$ cat src/rtl/core/bth_pkg.sv
package bth_pkg;

  // fit policy codes
  localparam logic [1:0] POL_FIRST = 2'd0;
  localparam logic [1:0] POL_NEXT  = 2'd1;
  localparam logic [1:0] POL_BEST  = 2'd2;

  // result status codes
  localparam logic [1:0] ST_OK    = 2'd0;
  localparam logic [1:0] ST_NOFIT = 2'd1;
  localparam logic [1:0] ST_BAD   = 2'd2;

  // request kinds
  localparam logic FUNC_ALLOC = 1'b0;
  localparam logic FUNC_FREE  = 1'b1;

  // register index of fit_policy
  localparam logic REG_FIT = 1'b0;

  // datapath command codes
  localparam int CMD_W = 5;
  typedef logic [CMD_W-1:0] cmd_t;
  localparam cmd_t CMD_NOP       = 5'd0;
  localparam cmd_t CMD_INIT0     = 5'd1;
  localparam cmd_t CMD_INIT1     = 5'd2;
  localparam cmd_t CMD_INIT2     = 5'd3;
  localparam cmd_t CMD_INIT3     = 5'd4;
  localparam cmd_t CMD_LOAD      = 5'd5;
  localparam cmd_t CMD_LOAD_RVR  = 5'd6;
  localparam cmd_t CMD_RD_P      = 5'd7;
  localparam cmd_t CMD_SCAN_EV   = 5'd8;
  localparam cmd_t CMD_PASS2     = 5'd9;
  localparam cmd_t CMD_TAKE_P    = 5'd10;
  localparam cmd_t CMD_TAKE_NEXT = 5'd11;
  localparam cmd_t CMD_TAKE_BEST = 5'd12;
  localparam cmd_t CMD_WR_SPL_H  = 5'd13;
  localparam cmd_t CMD_WR_SPL_F  = 5'd14;
  localparam cmd_t CMD_WR_HDR    = 5'd15;
  localparam cmd_t CMD_WR_FTR    = 5'd16;
  localparam cmd_t CMD_WALK_EV   = 5'd17;
  localparam cmd_t CMD_FREE_HDR  = 5'd18;
  localparam cmd_t CMD_FREE_NXT  = 5'd19;
  localparam cmd_t CMD_FREE_PRV  = 5'd20;
  localparam cmd_t CMD_WR_FREE_H = 5'd21;
  localparam cmd_t CMD_WR_FREE_F = 5'd22;
  localparam cmd_t CMD_RES_NOFIT = 5'd23;
  localparam cmd_t CMD_RES_BAD   = 5'd24;
  localparam cmd_t CMD_PUSH      = 5'd25;

  // datapath status toward the controller
  typedef struct packed {
    logic scan_ok;
    logic walk_ok;
    logic match_ok;
    logic addr_low;
    logic tag_zero;
    logic tag_used;
    logic fits;
    logic have_best;
    logic split;
  } dp_st_t;

endpackage

$ cat src/rtl/core/bth_ctrl.sv
module bth_ctrl import bth_pkg::*; (
  input  logic       clk,
  input  logic       rst_n,
  input  logic [1:0] fit_policy,
  input  logic       in_valid,
  input  logic       in_func,
  output logic       in_stall,
  output logic       out_valid,
  input  logic       out_stall,
  input  dp_st_t     st,
  output cmd_t       cmd
);

  localparam logic [4:0] S_INIT   = 5'd0;
  localparam logic [4:0] S_IDLE   = 5'd1;
  localparam logic [4:0] S_ARD    = 5'd2;
  localparam logic [4:0] S_AEV    = 5'd3;
  localparam logic [4:0] S_AEND   = 5'd4;
  localparam logic [4:0] S_SPLIT  = 5'd5;
  localparam logic [4:0] S_SPLIT2 = 5'd6;
  localparam logic [4:0] S_WHDR   = 5'd7;
  localparam logic [4:0] S_WFTR   = 5'd8;
  localparam logic [4:0] S_FCHK   = 5'd9;
  localparam logic [4:0] S_FRD    = 5'd10;
  localparam logic [4:0] S_FEV    = 5'd11;
  localparam logic [4:0] S_CRD    = 5'd12;
  localparam logic [4:0] S_CEV    = 5'd13;
  localparam logic [4:0] S_NEV    = 5'd14;
  localparam logic [4:0] S_PEV    = 5'd15;
  localparam logic [4:0] S_WFH    = 5'd16;
  localparam logic [4:0] S_WFF    = 5'd17;
  localparam logic [4:0] S_RESP   = 5'd18;

  logic [4:0] state_r, state_nxt;
  logic [1:0] cnt_r, cnt_nxt;
  logic       pass2_r, pass2_nxt;
  logic       ovld_r, ovld_nxt;
  logic       is_next, is_best;

  assign is_next   = (fit_policy == POL_NEXT);
  assign is_best   = (fit_policy == POL_BEST);
  assign in_stall  = (state_r != S_IDLE);
  assign out_valid = ovld_r;

  // sequencer
  always_comb begin
    state_nxt = state_r;
    cnt_nxt   = cnt_r;
    pass2_nxt = pass2_r;
    ovld_nxt  = ovld_r & out_stall;
    cmd       = CMD_NOP;
    case (state_r)
      S_INIT: begin
        case (cnt_r)
          2'd0: cmd = CMD_INIT0;
          2'd1: cmd = CMD_INIT1;
          2'd2: cmd = CMD_INIT2;
          default: cmd = CMD_INIT3;
        endcase
        cnt_nxt = cnt_r + 2'd1;
        if (cnt_r == 2'd3) state_nxt = S_IDLE;
      end
      S_IDLE: begin
        if (in_valid) begin
          pass2_nxt = 1'b0;
          if (in_func == FUNC_ALLOC) begin
            cmd = is_next ? CMD_LOAD_RVR : CMD_LOAD;
            state_nxt = S_ARD;
          end else begin
            cmd = CMD_LOAD;
            state_nxt = S_FCHK;
          end
        end
      end
      S_ARD: begin
        if (st.scan_ok) begin
          cmd = CMD_RD_P;
          state_nxt = S_AEV;
        end else begin
          state_nxt = S_AEND;
        end
      end
      S_AEV: begin
        if (st.tag_zero) begin
          state_nxt = S_AEND;
        end else if (st.fits && !is_best) begin
          cmd = is_next ? CMD_TAKE_NEXT : CMD_TAKE_P;
          state_nxt = S_SPLIT;
        end else begin
          cmd = CMD_SCAN_EV;
          state_nxt = S_ARD;
        end
      end
      // end of one search pass
      S_AEND: begin
        if (is_next && !pass2_r) begin
          cmd = CMD_PASS2;
          pass2_nxt = 1'b1;
          state_nxt = S_ARD;
        end else if (is_best && st.have_best) begin
          cmd = CMD_TAKE_BEST;
          state_nxt = S_SPLIT;
        end else begin
          cmd = CMD_RES_NOFIT;
          state_nxt = S_RESP;
        end
      end
      S_SPLIT: begin
        if (st.split) begin
          cmd = CMD_WR_SPL_H;
          state_nxt = S_SPLIT2;
        end else begin
          state_nxt = S_WHDR;
        end
      end
      S_SPLIT2: begin
        cmd = CMD_WR_SPL_F;
        state_nxt = S_WHDR;
      end
      S_WHDR: begin
        cmd = CMD_WR_HDR;
        state_nxt = S_WFTR;
      end
      S_WFTR: begin
        cmd = CMD_WR_FTR;
        state_nxt = S_RESP;
      end
      S_FCHK: begin
        if (st.addr_low) begin
          cmd = CMD_RES_BAD;
          state_nxt = S_RESP;
        end else begin
          state_nxt = S_FRD;
        end
      end
      S_FRD: begin
        if (st.walk_ok) begin
          cmd = CMD_RD_P;
          state_nxt = S_FEV;
        end else begin
          state_nxt = S_CRD;
        end
      end
      S_FEV: begin
        if (st.tag_zero) begin
          state_nxt = S_CRD;
        end else begin
          cmd = CMD_WALK_EV;
          state_nxt = S_FRD;
        end
      end
      S_CRD: begin
        if (st.match_ok) begin
          cmd = CMD_RD_P;
          state_nxt = S_CEV;
        end else begin
          cmd = CMD_RES_BAD;
          state_nxt = S_RESP;
        end
      end
      S_CEV: begin
        if (!st.tag_used || st.tag_zero) begin
          cmd = CMD_RES_BAD;
          state_nxt = S_RESP;
        end else begin
          cmd = CMD_FREE_HDR;
          state_nxt = S_NEV;
        end
      end
      S_NEV: begin
        cmd = CMD_FREE_NXT;
        state_nxt = S_PEV;
      end
      S_PEV: begin
        cmd = CMD_FREE_PRV;
        state_nxt = S_WFH;
      end
      S_WFH: begin
        cmd = CMD_WR_FREE_H;
        state_nxt = S_WFF;
      end
      S_WFF: begin
        cmd = CMD_WR_FREE_F;
        state_nxt = S_RESP;
      end
      S_RESP: begin
        if (!ovld_r || !out_stall) begin
          cmd = CMD_PUSH;
          ovld_nxt = 1'b1;
          state_nxt = S_IDLE;
        end
      end
      default: state_nxt = S_IDLE;
    endcase
  end

  always_ff @(posedge clk) begin
    if (!rst_n) begin
      state_r <= S_INIT;
      cnt_r   <= 2'd0;
      pass2_r <= 1'b0;
      ovld_r  <= 1'b0;
    end else begin
      state_r <= state_nxt;
      cnt_r   <= cnt_nxt;
      pass2_r <= pass2_nxt;
      ovld_r  <= ovld_nxt;
    end
  end

endmodule

$ cat config.mk
export PLATFORM = sky130hd
export DESIGN_NAME = bth_ctrl
export DESIGN_NICKNAME = d
export VERILOG_FILES = /design/src/rtl/core/bth_pkg.sv /design/src/rtl/core/bth_ctrl.sv
export SDC_FILE = /design/constraint.sdc
export NUM_CORES = 1
export LEC_CHECK = 0
export BUFFER_PORTS_ARGS = -buffer_cell sky130_fd_sc_hd__buf_2
export CORE_AREA = 2 2 51 53
export DETAILED_ROUTE_END_ITERATION = 7
export DIE_AREA = 0 0 53 55
export GPL_TIMING_DRIVEN = 0
export HOLD_SLACK_MARGIN = 0.08
export PLACE_DENSITY = 0.75
export SLEW_MARGIN = 20
export SYNTH_ARGS = -nofsm -noshare
export SYNTH_HDL_FRONTEND = slang
export SYNTH_SLANG_ARGS = --single-unit
$ cat constraint.sdc
create_clock -name clk -period 1.9 [get_ports clk]
set_input_delay 0.095 -clock clk [delete_from_list [all_inputs] [get_ports clk]]
set_output_delay 0.095 -clock clk [all_outputs]
set_load 0.05 [all_outputs]
==> impl_metrics.json, run 1 <==
{
  "skew_ns": 0.00569,
  "ff2ff_path_depth": 6,
  "cp_max_fo": 8,
  "cts_made_buffers": 3,
  "firstDrtPassIters": 5,
  "setup_ws_ns": -0.169,
  "antenna_left": 0,
  "timing.fmax_mhz": 483,
  "cp-start-kind": "register",
  "cts_hold_buf": 0,
  "comb_power_share": 0.658,
  "synthesis.area_um2": 1220,
  "rsz0062_at_grt": "true",
  "post-route-util": 0.708,
  "reg2reg_from": "state_r[3]",
  "status": "complete, but fails checks",
  "initial_utilization": 0.518,
  "std_cell_rows": 18,
  "postSynthAreaPerCell_um2": 7.04,
  "io_pins": 23,
  "fillers": 190,
  "die_area_um2": 2920,
  "nets": 229,
  "slew_viol_final": 0,
  "core_area_um2": 2360,
  "startpoint": "state_r[3]",
  "intPower_uw": 613,
  "setup_viol": 5,
  "cts_tree": "built",
  "min_period_ns": 2.07,
  "p_switching_uw": 580,
  "wl_per_cell_um": 19.7,
  "hold_violations": 0,
  "synthFlopType": "dfxtp_1",
  "htree_num_levels": 1,
  "drive_above_1_share": 0.344,
  "dp_cells": 226,
  "final_area_um2": 1680,
  "violations": "negative setup slack",
  "grt_usage": 0.348,
  "clk_latency_ns": 0.27,
  "layout.cells.non_filler": 239,
  "powerDensity_nw_per_um2": 712,
  "worst_slew_pin_slew_ns": 0.361,
  "ys_warn_count": 0,
  "finalCritPeriodShare": 1.09,
  "clkPwrFrac": 0.134,
  "cap_violations": 0,
  "gp_congestion": 1.03,
  "ff2ff_setup_slack_ns": 0.14,
  "dieHeight_um": 55,
  "root_buffer": "clkbuf_4",
  "hold-worst-slack_ns": 0.0884,
  "first_global_vias": 1579,
  "arrival_ns": 1.97,
  "max-slew-margin-rel": 0.756,
  "seq_area_frac_synth": 0.147,
  "async_flop_share": 0,
  "worstPathRequired_ns": 1.80,
  "timing.rr.end": "state_r[0]",
  "end_kind": "primary output",
  "dr.first_iter.drc_count": 133,
  "clock-sinks": 9,
  "numPortBuffers": 22,
  "grt.overflow.total": 0,
  "antenna_found_initial": 0,
  "areaGrowthSynthToFinish_pct": 36.8,
  "synth-edff-count": 0,
  "crit_type": "reg -> out",
  "sw_frac_of_total": 0.486,
  "antenna_cells": 0,
  "syn_nets": 193,
  "viasPerCell": 6.99,
  "clockBufferDepth": 2,
  "vdd_drop_max_uv": 966,
  "synth.distinct_cells": 53,
  "dpl_cell_area_um2": 1370,
  "crit_path_end": "cmd[2]",
  "syn_inst": 174,
  "seqPwrFrac": 0.207,
  "drcViolationCount": 0,
  "die_x_um": 53,
  "grt_max_degree": 11,
  "dpl.hpwl_um": 3160,
  "ys_seq_elements": 9,
  "totalWireLength_um": 4700,
  "setup_tns_ns": -0.541,
  "p_leak_uw": 0.000670,
  "grt_pass1_wl_um": 7330,
  "vias": 1671,
  "clk_pin_slew_ns": 0.07,
  "hp-class": "in -> reg"
}
==> synth_stat cells, types with 3 or more instances <==
cell       n  area, um2
inv_1      4       15.0
and3b_1    3       26.3
nand2b_1  10       62.6
nand4b_1   4       35.0
o21ai_0    7       35.0
dfxtp_1    9        180
a21oi_1   11       55.1
nor3_1     8       40.0
nand3_1    6       30.0
o211ai_1   5       37.5
clkbuf_1   3       11.3
ha_1       3       37.5
nand3b_1   4       30.0
nor2_1    13       48.8
nand4_1    5       31.3
buf_2      8       40.0
a31oi_1    4       25.0
nand2_1   10       37.5
nor3b_1    4       30.0
a211oi_1   4       30.0
nor2b_1    8       50.1
==> metrics by stage <==
stage          setup WS (ns)  power, uW
2_1_floorplan         0.0460        709
3_3_place_gp          -0.208        850
3_5_place_dp          -0.230        866
4_1_cts               -0.128       1160
5_1_grt               -0.180       1250
6_report              -0.169       1190
==> state kept, by name, summed over array words and instances (netlist names) <==
signal,flops
pass2_r,1
out_valid,1
cnt_r,2
state_r,5
==> final cells by class <==
cell class	instances	area (um2)	area share
Clock buffer	4	26.3	0.0157
Multi-Input combinational cell	147	1060	0.636
Timing Repair Buffer	32	216	0.129
Inverter	4	15.0	0.00896
Buffer	13	126	0.0754
Tap cell	30	37.5	0.0224
Sequential cell	9	189	0.113
==> power by group through the flow <==
stage                     sequential (uW)  clock [uW]  combinational [uW]
after floorplan                       234           0                 475
after global placement                239           0                 611
after detailed placement              242           0                 625
after CTS                             244         160                 752
after global routing                  250         170                 831
final                                 247         160                 786
==> worst min-delay path by stage <==
| stage | startpoint | end | slack, ns | depth (start not counted) |
|---|---|---|---|---|
| after global routing | rst_n | state_r[3] | 0.11 | 2 |
| final | rst_n | state_r[3] | 0.09 | 2 |
| after CTS | rst_n | state_r[3] | 0.09 | 2 |
| after detailed placement | rst_n | state_r[3] | 0.39 | 2 |
| after global placement | rst_n | state_r[3] | 0.38 | 2 |
| after floorplan | rst_n | state_r[2] | 0.22 | 1 |
==> layer usage <==
metal / share of wire / GRT usage / vias to the layer above
met2: 0.46 / 0.579 / 159
met1: 0.37 / 0.426 / 747
met5: 0 / 0 / -
met3: 0.12 / 0.0618 / 38
li1: - / - / 727
met4: 0.047 / 0.197 / 0
==> worst max-delay path: stages, from the launching register on <==
cell and delay [ns]:
dfxtp_2 0.34, buf_6 0.14, or2_2 0.35, or3_1 0.36, a21oi_1 0.20, or4_4 0.17
buf_8 0.13
==> repair_timing <==
item                       4_1_cts  5_1_grt
gates resized for setup         47       12
setup buffers                    9        1
pin swaps                        7        4
setup endpoints to repair        7        6
==> cell families after synthesis <==
| family | count (synthesis) | share of synthesized area |
|---|---|---|
| XOR/XNOR | 2 | 0.0143 |
| flip-flops | 9 | 0.147 |
| AND/OR/NAND/NOR | 93 | 0.461 |
| AO/OA/AOI/OAI | 47 | 0.260 |
| multiplexers | 2 | 0.0174 |
| buffers and inverters | 18 | 0.0694 |
| adder cells (fa/ha/maj) | 3 | 0.0306 |
==> cell usage in the layout, fill, tap and decap left out, drive strengths merged, types with 5 or more instances in the layout <==
master	synthesis	final
nand2b	10	10
nand2	10	10
clkbuf	3	8
nand3	6	6
o21ai	7	7
a21oi	11	11
dfxtp	9	9
nor2b	9	9
buf	11	41
o211ai	5	5
nor2	13	13
nand4	5	5
nor3	8	8
No activity file was read; power rests on OpenSTA's default activity.
==> run 2: changes to the inputs <==
==> config.mk (replaced) <==
export PLATFORM = sky130hd
export DESIGN_NAME = bth_ctrl
export DESIGN_NICKNAME = d
export VERILOG_FILES = /design/src/rtl/core/bth_pkg.sv /design/src/rtl/core/bth_ctrl.sv
export SDC_FILE = /design/constraint.sdc
export NUM_CORES = 1
export LEC_CHECK = 0
export BUFFER_PORTS_ARGS = -buffer_cell sky130_fd_sc_hd__buf_4
export CELL_PAD_IN_SITES_DETAIL_PLACEMENT = 0
export CELL_PAD_IN_SITES_GLOBAL_PLACEMENT = 2
export CORE_AREA = 2 2 67 69
export DETAILED_ROUTE_END_ITERATION = 7
export DIE_AREA = 0 0 69 71
export GPL_TIMING_DRIVEN = 0
export HOLD_SLACK_MARGIN = 0.08
export PLACE_DENSITY = 0.76
export SLEW_MARGIN = 20
export SYNTH_ARGS = -nofsm -noshare
export SYNTH_HDL_FRONTEND = slang
export SYNTH_SLANG_ARGS = --single-unit
==> impl_metrics.json, run 2 (same netlist as run 1, synthesis figures left out) <==
{
  "status": "complete, but fails checks",
  "violations": "negative setup slack",
  "holdPathStages": 2,
  "firstDrtPassIters": 4,
  "antenna_found_initial": 0,
  "core_area_um2": 4200,
  "clock-sinks": 9,
  "vdd_drop_max_uv": 472,
  "antenna_cells": 0,
  "setup_ws_ns": -0.0941,
  "reg_top3": "state_r (5), cnt_r (2)",
  "setup_viol": 4,
  "dpl.hpwl_um": 3530,
  "clk_latency_ns": 0.23,
  "grt_pass1_wl_um": 8050,
  "crit_chain": "buf_6, or3b_4, nor4_4, a211oi_2, o211ai_1, buf_4",
  "end_kind": "primary output",
  "fillers": 444,
  "reg2reg_from": "state_r[2]",
  "grt.overflow.total": 0,
  "min_period_ns": 1.99,
  "p_leak_uw": 0.000714,
  "die_area_um2": 4900,
  "htree_num_levels": 1,
  "cap_violations": 0,
  "max-slew-margin-rel": 0.721,
  "timing.rr.end": "state_r[4]",
  "dp_cells": 248,
  "ff2ff_path_depth": 7,
  "startpoint": "state_r[2]",
  "root_buffer": "clkbuf_8",
  "viasPerCell": 6.09,
  "hp-class": "in -> reg",
  "first_global_vias": 1540,
  "crit_slowest_cell": "or3b_4",
  "largest_reg_flops": 5,
  "mostFrequentLayoutCells": "buf_4, nor2_1, nand2b_1, a21oi_1, nand2_1",
  "totalWireLength_um": 4990,
  "skew_ns": 0.000968,
  "std_cell_rows": 24,
  "grt_max_degree": 11,
  "cts_tree": "built",
  "crit_type": "reg -> out",
  "dieHeight_um": 71,
  "cp_max_fo": 7,
  "worstPathRequired_ns": 1.80,
  "drcViolationCount": 0,
  "slew_viol_final": 0,
  "gp_congestion": 0.925,
  "top_register": "state_r",
  "initial_utilization": 0.291,
  "ff2ff_setup_slack_ns": 0.05,
  "drive_above_1_share": 0.364,
  "numPortBuffers": 22,
  "crit_family": "simple AND/OR/NAND/NOR gates",
  "arrival_ns": 1.90,
  "cts_hold_buf": 0,
  "rsz0062_at_grt": "true",
  "io_pins": 23,
  "die_x_um": 69,
  "cp.depth": 6,
  "nets": 234,
  "clk_pin_slew_ns": 0.04,
  "worst_slew_pin_slew_ns": 0.413,
  "timing.fmax_mhz": 501,
  "areaGrowthSynthToFinish_pct": 46.8,
  "crit_path_end": "cmd[4]",
  "antenna_left": 0,
  "grt_usage": 0.203,
  "place_ws_ns": -0.218,
  "cp_slowest_stage_delay_ns": 0.42,
  "vias": 1621,
  "cp-start-kind": "register",
  "finalCritPeriodShare": 1.05,
  "layout.cells.non_filler": 266,
  "dr.first_iter.drc_count": 139,
  "cts_made_buffers": 3,
  "clockBufferDepth": 2,
  "crit_buf_inv": 2,
  "final_common_cell": "buf_4",
  "hold_violations": 0,
  "wl_per_cell_um": 18.7,
  "powerDensity_nw_per_um2": 712
}
## run 2: changes by cell type in the layout (fill, tap and decap cells not counted), moves of 2 or more
cell	before	now
buf_2	18	1
buf_4	13	35
clkbuf_4	4	2
clkbuf_8	1	4
## run 2: cell type report
type,instances,area (um2),area share
timing repair buffer,37,293,0.163
multi-input combinational,147,1070,0.595
clock buffer,4,45.0,0.0251
tap,52,65.1,0.0362
sequential,9,188,0.104
buffer,13,123,0.0682
inverter,4,15.0,0.00835
## run 2: repair_timing
action,4_1_cts,5_1_grt
resized for setup,37,17
cloned,0,0
setup endpoints to repair,7,6
buffers inserted,8,7
pin swaps,8,9
## run 2: per-layer routing
layer | global-route usage | share of wire
met1 | 0.269 | 0.42
met2 | 0.342 | 0.47
met3 | 0.0313 | 0.077
met4 | 0.0588 | 0.026
met5 | 0 | 0
## run 2: power by group
group	total, uW	internal [uW]	leakage [uW]	switching, uW
combinational	810	338	0.000616	472
clock	222	146	0.0000228	76.1
sequential	248	217	0.0000754	30.8
total	1280	701	0.000714	579
## run 2: how the worst min path moves through the flow
stage / startpoint / end / slack (ns)
CTS: rst_n / state_r[3] / 0.14
global route: rst_n / state_r[2] / 0.15
global placement: rst_n / state_r[2] / 0.38
detailed placement: rst_n / state_r[2] / 0.38
floorplan: rst_n / state_r[2] / 0.22
finish: rst_n / state_r[3] / 0.13
## run 2: per-stage QoR
step	utilization	cell area, um2	TNS [ns]	total power (uW)	hold slack, ns
final	0.428	1800	-0.229	1280	0.134
after global routing	0.428	1800	-0.539	1360	0.145
after CTS	0.401	1690	-0.285	1220	0.138
after detailed placement	0.346	1460	-0.519	916	0.380
after global placement	0.346	1460	-0.763	916	0.383
after floorplan	-	1220	0	709	0.223
==> run 3: changes to the inputs <==
--- a/config.mk
+++ b/config.mk
@@ -5,15 +5,16 @@
 export SDC_FILE = /design/constraint.sdc
 export NUM_CORES = 1
 export LEC_CHECK = 0
+export ABC_AREA = 1
 export BUFFER_PORTS_ARGS = -buffer_cell sky130_fd_sc_hd__buf_4
 export CELL_PAD_IN_SITES_DETAIL_PLACEMENT = 0
 export CELL_PAD_IN_SITES_GLOBAL_PLACEMENT = 2
-export CORE_AREA = 2 2 67 69
+export CORE_AREA = 2 2 68 70
 export DETAILED_ROUTE_END_ITERATION = 7
-export DIE_AREA = 0 0 69 71
+export DIE_AREA = 0 0 70 72
 export GPL_TIMING_DRIVEN = 0
 export HOLD_SLACK_MARGIN = 0.08
-export PLACE_DENSITY = 0.76
+export PLACE_DENSITY = 0.75
 export SLEW_MARGIN = 20
 export SYNTH_ARGS = -nofsm -noshare
 export SYNTH_HDL_FRONTEND = slang
==> impl_metrics.json, run 3 <==
{
  "crit_type": "reg -> out",
  "die_x_um": 70,
  "final_common_cell": "nand2_1",
  "seq_area_frac_synth": 0.168,
  "clk_pin_slew_ns": 0.05,
  "clock-sinks": 9,
  "timing.fmax_mhz": 553,
  "htree_num_levels": 1,
  "cts_made_buffers": 3,
  "hp-class": "in -> reg",
  "first_global_vias": 1296,
  "top_register": "state_r",
  "layout.cells.non_filler": 281,
  "reg_top3": "state_r (5), cnt_r (2)",
  "p_leak_uw": 0.000848,
  "p_total_uw": 1040,
  "synth_top_area_frac": 0.185,
  "min_period_ns": 1.81,
  "drcViolationCount": 0,
  "ff2ff_path_depth": 9,
  "worst_slew_pin_slew_ns": 0.291,
  "core_area_um2": 4260,
  "ff2ff_setup_slack_ns": 0.30,
  "arrival_ns": 1.71,
  "dieHeight_um": 72,
  "met1_length_um": 1830,
  "vdd_drop_max_uv": 615,
  "largest_reg_flops": 5,
  "die_area_um2": 5040,
  "syn_nets": 221,
  "max-slew-margin-rel": 0.804,
  "setup_tns_ns": 0,
  "io_pins": 23,
  "viasPerCell": 4.91,
  "yosys-top-cells-count": "nand2_1, nand3_1, inv_1",
  "dpl.hpwl_um": 3240,
  "areaGrowthSynthToFinish_pct": 35.7,
  "antenna_found_initial": 0,
  "setup_viol": 0,
  "synthFlopType": "dfxtp_1",
  "wl_met2_um": 1770,
  "grt_max_degree": 11,
  "root_buffer": "clkbuf_8",
  "synth.most_common_cell": "nand2_1",
  "firstDrtPassIters": 4,
  "std_cell_rows": 24,
  "slew_viol_final": 0,
  "cp-start-kind": "register",
  "initial_utilization": 0.252,
  "synth-edff-count": 0,
  "drive_above_1_share": 0.227,
  "dp_cells": 276,
  "dpl_cell_area_um2": 1310,
  "grt_usage": 0.156,
  "grt_pass1_wl_um": 6220,
  "totalWireLength_um": 3840,
  "antenna_cells": 0,
  "yosysTopAreaCell": "nand2_1",
  "end_kind": "primary output",
  "ys_top_cells_by_area": "nand2_1, dfxtp_1, nand3_1",
  "powerDensity_nw_per_um2": 714,
  "final_area_um2": 1460,
  "dr.first_iter.drc_count": 121,
  "finalCritPeriodShare": 0.951,
  "cap_violations": 0,
  "ys_seq_elements": 9,
  "gp_congestion": 0.848,
  "grt.overflow.total": 0,
  "clk_latency_ns": 0.23,
  "ys_warn_count": 0,
  "rsz0062_at_grt": "false",
  "dr_wl_met3_um": 170,
  "synth.distinct_cells": 22,
  "vias": 1380,
  "postSynthAreaPerCell_um2": 5.31,
  "antenna_left": 0,
  "async_flop_share": 0,
  "wl_per_cell_um": 13.7,
  "numPortBuffers": 22,
  "synthesis.area_um2": 1070,
  "worstPathRequired_ns": 1.80,
  "status": "completed",
  "cp_max_fo": 6,
  "skew_ns": 0.00389,
  "top_layer": "met4",
  "hold_violations": 0,
  "cts_tree": "built",
  "hold-worst-slack_ns": 0.0934,
  "mostFrequentLayoutCells": "nand2_1, inv_1, nand3_1, nor2_1, buf_4",
  "clockBufferDepth": 2,
  "nets": 249,
  "holdPathStages": 3,
  "syn_inst": 202
}
## run 3: cell types whose count changed in the layout (fill, tap and decap cells not counted), moves of 6 or more
cell,previous run,this run
buf_4,35,23
buf_6,7,0
inv_1,4,31
nand2_1,9,51
nand2b_1,10,0
nand3_1,6,29
nor2_1,11,26
nor2_4,1,7
nor2b_1,8,0
## run 3: logic make-up (layout without fill, tap and decap cells)
logic type      count (synthesis)  count (layout)  share of synthesized area
simple gates                  135             135                      0.556
compound gates                 22              22                      0.125
flops                           9               9                      0.168
fa+ha+maj                       3               3                     0.0350
buf+inv                        33              60                      0.117
## run 3: layout make-up
cell class                      instances  area (um2)
Buffer                                  1        5.00
Clock buffer                            4        45.0
Fill cell                             504        2810
Inverter                               32         120
Multi-Input combinational cell        160         860
Sequential cell                         9         189
Tap cell                               52        65.1
Timing Repair Buffer                   23         173
## run 3: critical path, stage by stage, from the launching register on
cell     delay [ns]
dfxtp_4        0.39
inv_2          0.09
nand2_4        0.12
nor2_1         0.07
nand2_1        0.14
nand2_1        0.11
nor4_4         0.28
nand2_1        0.08
buf_4          0.19
## run 3: metal layers
layer	GRT usage	up-vias
li1	-	723
met1	0.211	610
met2	0.258	38
met3	0.0250	9
met4	0.0427	0
met5	0	-
## run 3: final timing paths
kind,from,endpoint
worst max-delay path,state_r[4],cmd[2]
worst min-delay path,rst_n,state_r[4]
worst max register to register,state_r[2],state_r[0]
worst min register to register,pass2_r,pass2_r
## run 3: through the flow
step	util	worst slack (ns)
final	0.342	0.0928
after global routing	0.342	0.0000843
after CTS	0.323	0.00317
after detailed placement	0.307	0.134
after global placement	0.307	0.0983
after floorplan	-	0.124
## run 3: where the power goes
group / internal (uW) / switching, uW
sequential: 216 / 24.7
combinational: 193 / 384
clock: 146 / 75.7
## run 3: what timing repair did
item | in CTS | in global routing
gates resized for setup | 6 | 20
pin swaps | 1 | 1
setup buffers | 1 | 0
endpoints found under the setup margin | 5 | 5
cloned | 0 | 0
hold buffers | 0 | 0
